===== src/rtl/bitmap_block_allocator_core_defines.svh =====
// Assertion macros of the bitmap block allocator RTL.
`ifndef BITMAP_BLOCK_ALLOCATOR_CORE_DEFINES_SVH
`define BITMAP_BLOCK_ALLOCATOR_CORE_DEFINES_SVH

`ifndef NO_ASSERTIONS
// Same-cycle implication, idle while reset is high
`define BBA_ASSERT_IMP(label, clk, rst, ante, cons) \
  label: assert property (@(posedge clk) disable iff (rst) (ante) |-> (cons)) \
    else $error("allocator check failed");
// Next-cycle implication, idle while reset is high
`define BBA_ASSERT_NXT(label, clk, rst, ante, cons) \
  label: assert property (@(posedge clk) disable iff (rst) (ante) |=> (cons)) \
    else $error("allocator check failed");
`else
`define BBA_ASSERT_IMP(label, clk, rst, ante, cons)
`define BBA_ASSERT_NXT(label, clk, rst, ante, cons)
`endif

`endif


===== src/rtl/bba_pkg.sv =====
// Shared types, codes and constants of the bitmap block allocator.
`default_nettype none

package bba_pkg;

  // Default geometry
  localparam int unsigned DEF_POOL_ENTRIES = 2048;
  localparam int unsigned DEF_WORD_BITS    = 32;

  // Fixed field widths
  localparam int unsigned CMD_W      = 2;
  localparam int unsigned IDX_W      = 11;
  localparam int unsigned STATUS_W   = 2;
  localparam int unsigned START_W    = 11;
  localparam int unsigned RSV_W      = 12;
  localparam int unsigned CFG_IDX_W  = 1;
  localparam int unsigned CFG_DATA_W = 12;

  // Register reset values
  localparam logic [START_W-1:0] SEARCH_START_RST   = START_W'(5);
  localparam logic [RSV_W-1:0]   RESERVED_COUNT_RST = RSV_W'(4);

  // Register indexes
  localparam logic [CFG_IDX_W-1:0] REG_SEARCH_START   = 1'b0;
  localparam logic [CFG_IDX_W-1:0] REG_RESERVED_COUNT = 1'b1;

  typedef enum logic [CMD_W-1:0] {
    CMD_ALLOC  = 2'd0,
    CMD_FREE   = 2'd1,
    CMD_FORMAT = 2'd2,
    CMD_QUERY  = 2'd3
  } cmd_t;

  typedef enum logic [STATUS_W-1:0] {
    ST_OK    = 2'd0,
    ST_FULL  = 2'd1,
    ST_RANGE = 2'd2
  } status_t;

  // Which result the datapath captures this cycle
  typedef enum logic [2:0] {
    RES_NONE  = 3'd0,
    RES_RANGE = 3'd1,
    RES_FULL  = 3'd2,
    RES_FMT   = 3'd3,
    RES_ALLOC = 3'd4,
    RES_FREE  = 3'd5,
    RES_QUERY = 3'd6
  } res_t;

  // Controller to datapath commands
  typedef struct packed {
    logic walk_clr;
    logic walk_step;
    logic rd_en;
    logic fmt_load;
    logic fmt_wr;
    logic idx_load;
    res_t res_sel;
  } bba_cmd_t;

  // Datapath to controller status
  typedef struct packed {
    logic last_word;
    logic located;
    logic idx_range;
    logic hit;
  } bba_stat_t;

endpackage

`default_nettype wire


===== src/rtl/bba_ctrl.sv =====
// Sequencer of the bitmap block allocator: walks reset clear, format, scan and lookup phases.
`default_nettype none

module bba_ctrl
  import bba_pkg::*;
(
  input  wire logic             clk,
  input  wire logic             rst,
  input  wire logic             start,
  input  wire logic [CMD_W-1:0] command,
  input  wire bba_stat_t        stat,
  output bba_cmd_t              ctl,
  output logic                  busy,
  output logic                  done
);

  typedef enum logic [6:0] {
    S_CLEAR  = 7'b0000001,
    S_IDLE   = 7'b0000010,
    S_FORMAT = 7'b0000100,
    S_SCAN   = 7'b0001000,
    S_TAIL   = 7'b0010000,
    S_LOCATE = 7'b0100000,
    S_MODIFY = 7'b1000000
  } state_t;

  state_t state;
  state_t state_next;
  cmd_t   op;

  // Next state and datapath commands
  always_comb begin
    state_next    = state;
    ctl           = '0;
    ctl.res_sel   = RES_NONE;
    unique case (state)
      S_CLEAR: begin
        ctl.fmt_wr = 1'b1;
        if (stat.last_word) begin
          state_next = S_IDLE;
        end else begin
          ctl.walk_step = 1'b1;
        end
      end
      S_IDLE: begin
        if (start) begin
          unique case (cmd_t'(command))
            CMD_ALLOC: begin
              ctl.walk_clr = 1'b1;
              state_next   = S_SCAN;
            end
            CMD_FORMAT: begin
              ctl.walk_clr = 1'b1;
              ctl.fmt_load = 1'b1;
              state_next   = S_FORMAT;
            end
            CMD_FREE, CMD_QUERY: begin
              if (stat.idx_range) begin
                ctl.res_sel = RES_RANGE;
              end else begin
                ctl.walk_clr = 1'b1;
                ctl.idx_load = 1'b1;
                state_next   = S_LOCATE;
              end
            end
            default: begin
              state_next = S_IDLE;
            end
          endcase
        end
      end
      S_FORMAT: begin
        ctl.fmt_wr = 1'b1;
        if (stat.last_word) begin
          ctl.res_sel = RES_FMT;
          state_next  = S_IDLE;
        end else begin
          ctl.walk_step = 1'b1;
        end
      end
      S_SCAN: begin
        if (stat.hit) begin
          ctl.res_sel = RES_ALLOC;
          state_next  = S_IDLE;
        end else begin
          ctl.rd_en = 1'b1;
          if (stat.last_word) begin
            state_next = S_TAIL;
          end else begin
            ctl.walk_step = 1'b1;
          end
        end
      end
      S_TAIL: begin
        ctl.res_sel = stat.hit ? RES_ALLOC : RES_FULL;
        state_next  = S_IDLE;
      end
      S_LOCATE: begin
        if (stat.located) begin
          ctl.rd_en  = 1'b1;
          state_next = S_MODIFY;
        end else begin
          ctl.walk_step = 1'b1;
        end
      end
      S_MODIFY: begin
        ctl.res_sel = (op == CMD_FREE) ? RES_FREE : RES_QUERY;
        state_next  = S_IDLE;
      end
      default: begin
        state_next = S_IDLE;
      end
    endcase
  end

  // Hold state and the result strobe
  always_ff @(posedge clk) begin
    if (rst) begin
      state <= S_CLEAR;
      done  <= 1'b0;
    end else begin
      state <= state_next;
      done  <= (ctl.res_sel != RES_NONE);
    end
  end

  // Capture the operation of an accepted transaction
  always_ff @(posedge clk) begin
    if (state == S_IDLE && start) begin
      op <= cmd_t'(command);
    end
  end

  assign busy = (state != S_IDLE);

endmodule

`default_nettype wire


===== src/rtl/bba_dpath.sv =====
// Datapath of the bitmap block allocator: bitmap memory, word walker and result registers.
`default_nettype none

module bba_dpath
  import bba_pkg::*;
#(
  parameter int unsigned POOL_ENTRIES = DEF_POOL_ENTRIES,
  parameter int unsigned WORD_BITS    = DEF_WORD_BITS
) (
  input  wire logic                  clk,
  input  wire logic                  rst,
  input  wire bba_cmd_t              ctl,
  output bba_stat_t                  stat,
  input  wire logic [IDX_W-1:0]      entry_index,
  input  wire logic                  cfg_we,
  input  wire logic [CFG_IDX_W-1:0]  cfg_index,
  input  wire logic [CFG_DATA_W-1:0] cfg_data,
  output logic [STATUS_W-1:0]        status,
  output logic [IDX_W-1:0]           result_index,
  output logic                       entry_used
);

  localparam int unsigned MAP_WORDS = (POOL_ENTRIES + WORD_BITS - 1) / WORD_BITS;
  localparam int unsigned AW = (MAP_WORDS > 1) ? $clog2(MAP_WORDS) : 1;
  localparam int unsigned BW = $clog2(WORD_BITS);
  // Index width: holds the pool size, the configured start and the reserved count
  localparam int unsigned IW = ($clog2(POOL_ENTRIES) > IDX_W) ? $clog2(POOL_ENTRIES) + 1
                                                               : IDX_W + 1;
  localparam logic [AW-1:0] LAST_ADDR = AW'(MAP_WORDS - 1);
  localparam logic [IW:0]   POOL_X    = (IW + 1)'(POOL_ENTRIES);

  logic [WORD_BITS-1:0] map_mem [MAP_WORDS];

  logic [START_W-1:0]   search_start;
  logic [RSV_W-1:0]     reserved_count;
  logic [IW-1:0]        fmt_n;
  logic [IW-1:0]        idx;
  logic [AW-1:0]        word_addr;
  logic [IW-1:0]        base;
  logic [AW-1:0]        chk_addr;
  logic [IW-1:0]        chk_base;
  logic                 chk_valid;
  logic [WORD_BITS-1:0] rd_data;

  logic [IW:0]          fmt_diff;
  logic [WORD_BITS-1:0] fmt_word;
  logic [IW:0]          lo_diff;
  logic [IW:0]          hi_diff;
  logic [WORD_BITS-1:0] free_bits;
  logic [BW-1:0]        pos_hit;
  logic [BW-1:0]        pos_idx;
  logic [IW-1:0]        alloc_idx;
  logic                 wr_en;
  logic [AW-1:0]        wr_addr;
  logic [WORD_BITS-1:0] wr_data;

  // Configuration registers
  always_ff @(posedge clk) begin
    if (rst) begin
      search_start   <= SEARCH_START_RST;
      reserved_count <= RESERVED_COUNT_RST;
    end else if (cfg_we) begin
      if (cfg_index == REG_SEARCH_START) begin
        search_start <= cfg_data[START_W-1:0];
      end else begin
        reserved_count <= cfg_data[RSV_W-1:0];
      end
    end
  end

  // Latch the saturated reserved count for a format sweep
  always_ff @(posedge clk) begin
    if (rst) begin
      fmt_n <= IW'(RESERVED_COUNT_RST);
    end else if (ctl.fmt_load) begin
      if ({{(IW + 1 - RSV_W){1'b0}}, reserved_count} > POOL_X) begin
        fmt_n <= POOL_X[IW-1:0];
      end else begin
        fmt_n <= IW'(reserved_count);
      end
    end
  end

  // Capture the entry of a free or query transaction
  always_ff @(posedge clk) begin
    if (ctl.idx_load) begin
      idx <= IW'(entry_index);
    end
  end

  // Advance the word walker
  always_ff @(posedge clk) begin
    if (rst || ctl.walk_clr) begin
      word_addr <= '0;
      base      <= '0;
    end else if (ctl.walk_step) begin
      word_addr <= word_addr + AW'(1);
      base      <= base + IW'(WORD_BITS);
    end
  end

  // Track which word the read data belongs to
  always_ff @(posedge clk) begin
    if (rst) begin
      chk_valid <= 1'b0;
    end else begin
      chk_valid <= ctl.rd_en;
    end
  end

  always_ff @(posedge clk) begin
    if (ctl.rd_en) begin
      chk_addr <= word_addr;
      chk_base <= base;
    end
  end

  // Bitmap memory, one write and one registered read port
  always_ff @(posedge clk) begin
    if (wr_en) begin
      map_mem[wr_addr] <= wr_data;
    end
    if (ctl.rd_en) begin
      rd_data <= map_mem[word_addr];
    end
  end

  // Format pattern of the current word
  always_comb begin
    fmt_diff = {1'b0, fmt_n} - {1'b0, base};
    for (int j = 0; j < WORD_BITS; j++) begin
      fmt_word[j] = !fmt_diff[IW] && (fmt_diff > (IW + 1)'(j));
    end
  end

  // Free entries of the checked word inside the search window
  always_comb begin
    lo_diff = {1'b0, IW'(search_start)} - {1'b0, chk_base};
    hi_diff = POOL_X - {1'b0, chk_base};
    for (int j = 0; j < WORD_BITS; j++) begin
      free_bits[j] = !rd_data[j]
                     && (lo_diff[IW] || (lo_diff <= (IW + 1)'(j)))
                     && !hi_diff[IW] && (hi_diff > (IW + 1)'(j));
    end
  end

  // Pick the lowest free entry
  always_comb begin
    pos_hit = '0;
    for (int j = WORD_BITS - 1; j >= 0; j--) begin
      if (free_bits[j]) begin
        pos_hit = BW'(j);
      end
    end
  end

  assign alloc_idx = chk_base + IW'(pos_hit);
  assign pos_idx   = BW'(idx - base);

  // Select the memory write
  always_comb begin
    wr_en   = 1'b0;
    wr_addr = word_addr;
    wr_data = fmt_word;
    if (ctl.fmt_wr) begin
      wr_en = 1'b1;
    end else if (ctl.res_sel == RES_ALLOC) begin
      wr_en   = 1'b1;
      wr_addr = chk_addr;
      wr_data = rd_data | (WORD_BITS'(1) << pos_hit);
    end else if (ctl.res_sel == RES_FREE) begin
      wr_en   = 1'b1;
      wr_data = rd_data & ~(WORD_BITS'(1) << pos_idx);
    end
  end

  // Result registers
  always_ff @(posedge clk) begin
    unique case (ctl.res_sel)
      RES_RANGE: begin
        status       <= ST_RANGE;
        result_index <= entry_index;
        entry_used   <= 1'b0;
      end
      RES_FULL: begin
        status       <= ST_FULL;
        result_index <= '0;
        entry_used   <= 1'b0;
      end
      RES_FMT: begin
        status       <= ST_OK;
        result_index <= '0;
        entry_used   <= 1'b0;
      end
      RES_ALLOC: begin
        status       <= ST_OK;
        result_index <= alloc_idx[IDX_W-1:0];
        entry_used   <= 1'b1;
      end
      RES_FREE: begin
        status       <= ST_OK;
        result_index <= idx[IDX_W-1:0];
        entry_used   <= 1'b0;
      end
      RES_QUERY: begin
        status       <= ST_OK;
        result_index <= idx[IDX_W-1:0];
        entry_used   <= rd_data[pos_idx];
      end
      default: begin
        status       <= status;
        result_index <= result_index;
        entry_used   <= entry_used;
      end
    endcase
  end

  // Status towards the sequencer
  always_comb begin
    stat.last_word = (word_addr == LAST_ADDR);
    stat.located   = ({1'b0, idx} < ({1'b0, base} + (IW + 1)'(WORD_BITS)));
    stat.idx_range = ({{(IW - IDX_W){1'b0}}, entry_index} >= POOL_X[IW-1:0]);
    stat.hit       = chk_valid && (|free_bits);
  end

endmodule

`default_nettype wire


===== src/rtl/bitmap_block_allocator_core.sv =====
// Allocate scans the bitmap words in order and answers at the first word with a free
// entry in the search window, or reports full; free/query walk to the entry's word and
// read it; format sweeps every word; an out-of-range free/query index answers without
// raising busy. One transaction at a time: otherwise busy is high from acceptance until
// its result strobe. Reset writes the reset bitmap through the memory port, one word per
// cycle, with busy high. done is high for a single cycle and results cannot be stalled.
`default_nettype none
`include "bitmap_block_allocator_core_defines.svh"

module bitmap_block_allocator_core
  import bba_pkg::*;
#(
  parameter int unsigned POOL_ENTRIES = DEF_POOL_ENTRIES,
  parameter int unsigned WORD_BITS    = DEF_WORD_BITS
) (
  input  wire logic                  clk,
  input  wire logic                  rst,
  input  wire logic                  start,
  output logic                       busy,
  input  wire logic [CMD_W-1:0]      command,
  input  wire logic [IDX_W-1:0]      entry_index,
  output logic                       done,
  output logic [STATUS_W-1:0]        status,
  output logic [IDX_W-1:0]           result_index,
  output logic                       entry_used,
  input  wire logic                  cfg_we,
  input  wire logic [CFG_IDX_W-1:0]  cfg_index,
  input  wire logic [CFG_DATA_W-1:0] cfg_data
);

  bba_cmd_t  ctl;
  bba_stat_t stat;
  logic      accept;

  assign accept = start && !busy;

  // Sequencer
  bba_ctrl u_ctrl (
    .clk     (clk),
    .rst     (rst),
    .start   (start),
    .command (command),
    .stat    (stat),
    .ctl     (ctl),
    .busy    (busy),
    .done    (done)
  );

  // Bitmap datapath
  bba_dpath #(
    .POOL_ENTRIES (POOL_ENTRIES),
    .WORD_BITS    (WORD_BITS)
  ) u_dpath (
    .clk          (clk),
    .rst          (rst),
    .ctl          (ctl),
    .stat         (stat),
    .entry_index  (entry_index),
    .cfg_we       (cfg_we),
    .cfg_index    (cfg_index),
    .cfg_data     (cfg_data),
    .status       (status),
    .result_index (result_index),
    .entry_used   (entry_used)
  );

  // An accepted transaction either starts work or answers at once
  `BBA_ASSERT_NXT(a_accept_progress, clk, rst, accept, busy || done)
  // A full pool reports index zero and a clear bit
  `BBA_ASSERT_IMP(a_full_result, clk, rst, done && (status == ST_FULL), (result_index == '0) && !entry_used)
  // An out-of-range transaction reports a clear bit
  `BBA_ASSERT_IMP(a_range_result, clk, rst, done && (status == ST_RANGE), !entry_used)
  // A write-back only happens while a transaction is in flight
  `BBA_ASSERT_IMP(a_write_busy, clk, rst, (ctl.res_sel == RES_ALLOC) || (ctl.res_sel == RES_FREE), busy)

endmodule

`default_nettype wire

===== config.mk =====
export PLATFORM = sky130hd
export DESIGN_NAME = bitmap_block_allocator_core
export DESIGN_NICKNAME = d
export VERILOG_FILES = /design/src/rtl/bba_pkg.sv /design/src/rtl/bba_ctrl.sv /design/src/rtl/bba_dpath.sv /design/src/rtl/bitmap_block_allocator_core.sv
export VERILOG_INCLUDE_DIRS = /design/src /design/src/rtl
export SDC_FILE = /design/constraint.sdc
export NUM_CORES = 2
export LEC_CHECK = 0
export BUFFER_PORTS_ARGS = -buffer_cell sky130_fd_sc_hd__buf_2
export CORE_MARGIN = 8
export CORE_UTILIZATION = 50
export DETAILED_ROUTE_END_ITERATION = 7
export PLACE_DENSITY = 0.75
export SYNTH_ARGS = -nofsm -noshare
export SYNTH_HDL_FRONTEND = slang
export SYNTH_SLANG_ARGS = --single-unit

===== constraint.sdc =====
create_clock -name clk -period 6.96 [get_ports clk]
set_input_delay 0.348 -clock clk [delete_from_list [all_inputs] [get_ports clk]]
set_output_delay 0.348 -clock clk [all_outputs]
set_load 0.01 [all_outputs]

==> results.md <==
- Tcrit/Tclk final: between 90% and 100%
- CP Depth: 15
- Maximum VDD drop: around 0.34 mV
- Worst-Margin Slew: 1410 ps
- Worst Setup Start Kind: flop
- Num CTS Buffers: roughly 200
- Setup TNS: 0 ps
- Routed vias/inst: between 6 and 7
- Slew Viols, Final: 0
- Initial antenna violation count: 8
- # rows: about 150
- I/O pin cnt: 46
- Mapped Nets: 4079
- CP endpoint kind: flop
- Core box area: about 0.17 sq mm
- Pin count of the biggest net entering global routing: between 100 and 150
- Post-synth cell types: 94
- Routed Antenna Nets: 0
- CTS tree: yes
- CP endpoint: u_dpath.map_mem[19][13]
- Max incr delay on CP: about 860 ps
- Final setup violation count: 0
- Drt wl/cell: around 34 microns
- Initial Util: about half
- Skew-Pair Late Insertion Delay: between 800 and 900 ps
- Area delta synth->final: 13.5%
- Achievable Freq: about 0.16 GHz
- Most frequent cells in the layout: edfxtp_1 (2120), mux4_2 (657), clkbuf_16 (209), buf_4 (155), nand2_1 (124)
- Fillers: about 12k
- Post-synth EDFFs: 2120
- Most common cell after layout, fill and taps aside: edfxtp_1
- H-tree levels: 4
- Arrival @ worst endpoint: 7010 ps
- Asr flop ratio synth: 0%
- Port buffer count: 45
- Crit path launch: u_dpath.chk_base[5]
- # clock sinks: 2177
- Chip width: 432 microns
- Synthesized area: 0.0864 sq mm
- Status: finished, final reports clean
- Tot GR Track Use: 24.0%
- Minimum clock period: 6420 ps
- CTS clk-pin slew, worst paths: 60 ps
- Flop2flop setup slack: between 500 and 600 ps
- CP top delay family: compound AO/OA/AOI/OAI gates
- Worst path cell trace: ha_1 > fa_1 > and2b_1 > o21ai_2 > and3_1 > o311ai_2 > o21ai_0 > a21boi_1 > nand4b_4 > o21ai_4 > buf_4 > nand3_1 > o21a_1 > o21ai_4 > buf_4
- Die area: 0.186 sq mm
- P_leak: 29.4 nW
- Pwr dens: 370 mW/mm^2
- Hold Path Class: primary input to flop
- Final Hold Vio Count: 0
- Worst Path Class, Setup: flop to flop
- First-pass GRT wire length: 323 mm
- Reg2reg start: u_dpath.chk_base[5]
- Vias in the first global route: 44.4k
- Drt drc: 0
- Slew headroom: about 5.5%
- Drt total wl: 226 mm
- Routed vias: about 44k
- CTS root buf: clkbuf_16
- Clk_skew: 34.0 ps
- R2R depth: 15
- Final hold slack: 76.0 ps
- Synth Area per Inst: approximately 21 sq um
- Maximum Capacitance Violations: 0
- GPL Wtd Cong: 0.979
- Layout cell share with drive strength beyond 1: 29.7%
- Die Span Y: 432 microns
- Drt pass-1 iters: 6
- Seq/Total Area, Yosys: 75.0%
- Final HPWL DP: 130 mm
- Maximum buffer depth of the clock tree: 3
- Nets: about 4.3k
- Bufs and invs on worst path: 2
- Slowest CP cell: o311ai_2
- # resized after CTS: 0
- Critical Path Fanout Max: 33
- Capture point of the worst reg-to-reg path: u_dpath.map_mem[19][13]
- Post-synthesis cell count: 4027
- Required @ worst endpoint: 7550 ps
- Top_reg_cell synth: edfxtp_1
- Congestion Overflow GR: 0
- RSZ-0062 raised after global routing: no
- Detailed router's first-iteration violation count: 6112
- YS warnings: 0
- Flop and latch count out of synthesis: ~2.2k
-- how the worst min path moves through the flow --
stage	from	end	slack [ps]	depth (start not counted)
after detailed placement	u_dpath.reserved_count[7]	u_dpath.reserved_count[7]	450	2
after floorplan	u_dpath.word_addr[2]	u_dpath.chk_addr[2]	410	0
after global placement	u_dpath.reserved_count[8]	u_dpath.reserved_count[8]	450	2
after CTS	rst	u_ctrl.done	0.6	3
after global routing	rst	u_ctrl.done	70	3
final	rst	u_ctrl.done	80	3
-- where the power goes --
| group | leakage (nW) | internal, mW | switching, mW |
|---|---|---|---|
| Clock | 3.22 | 6.29 | 4.79 |
| Sequential | 19.4 | 17.1 | 0.148 |
| Combinational | 6.78 | 2.57 | 5.37 |
| Total | 29.4 | 26.0 | 10.3 |
-- worst reg2reg max path: cells and delay by family (launching register included) --
| family | cells | cell delay (ps) |
|---|---|---|
| AOI/OAI and AO/OA | 7 | 3180 |
| and+or+nand+nor | 4 | 1100 |
| buffers and inverters | 2 | 790 |
| adders and majority gates | 2 | 670 |
| DFF | 1 | 390 |
-- cell type report --
type / instances / area [sq um] / share of cell area [%]
Clock buffer: 251 / 5400 / 5.51
Multi-Input combinational cell: 1593 / 21500 / 21.9
Timing Repair Buffer: 248 / 2060 / 2.10
Inverter: 38 / 143 / 0.146
Sequential cell: 2177 / 64800 / 66.2
Antenna cell: 4 / 10.0 / 0.0102
Tap cell: 2310 / 2890 / 2.95
Clock inverter: 128 / 1210 / 1.23
-- Yosys cell counts (23+ instances only) --
cell,count,area share (%)
a21oi_1,87,0.50
a31oi_1,27,0.20
buf_1,60,0.26
clkbuf_1,143,0.62
dfxtp_1,57,1.3
edfxtp_1,2120,74
inv_1,36,0.16
mux2i_1,35,0.41
mux4_2,657,17
nand2_1,125,0.54
nor2_1,145,0.63
nor2b_1,23,0.17
o21ai_0,120,0.70
-- timing repair --
action                    in CTS  in global routing
hold endpoints to repair      52                  0
setup buffers                  0                  0
hold buffers                  29                  0
-- state kept, by name (all words and copies together), names as in the netlist, 7 cells and up --
signal / flops
u_dpath.map_mem: 2048
u_dpath.rd_data: 32
u_dpath.fmt_n: 12
u_dpath.reserved_count: 12
u_dpath.idx: 11
u_dpath.result_index: 11
u_dpath.search_start: 11
u_ctrl.state: 7
u_dpath.base: 7
u_dpath.chk_base: 7
-- metal layers --
metal | track usage, % | up-vias | routed length [microns]
met5 | 0 | - | 27
met4 | 10.9 | 4 | 11900
met3 | 5.35 | 487 | 23900
met2 | 38.1 | 2920 | 108000
met1 | 32.2 | 23200 | 82600
li1 | - | 17600 | -
-- cells by family after synthesis --
kind of cell    after synthesis  share of synthesized area (%)
flops                      2177                           75.0
fa+ha+maj                    22                          0.336
simple gates                445                           2.50
compound gates              422                           3.31
xor+xnor                     10                          0.101
buf+inv                     257                           1.15
mux                         694                           17.6
-- stage by stage --
step           power, mW  std cells  instance area, sq um  setup slack [ps]  utilization (%)
2_1_floorplan       22.1       4027                 86400               271                -
3_3_place_gp        25.1       6337                 91100               880             53.1
3_5_place_dp        25.3       6337                 91100               793             53.1
4_1_cts             36.3       6745                 98000               728             57.1
5_1_grt             37.2       6745                 98000               320             57.1
6_report            36.3       6749                 98000               543             57.1
Power figures use the tool's default switching activity.
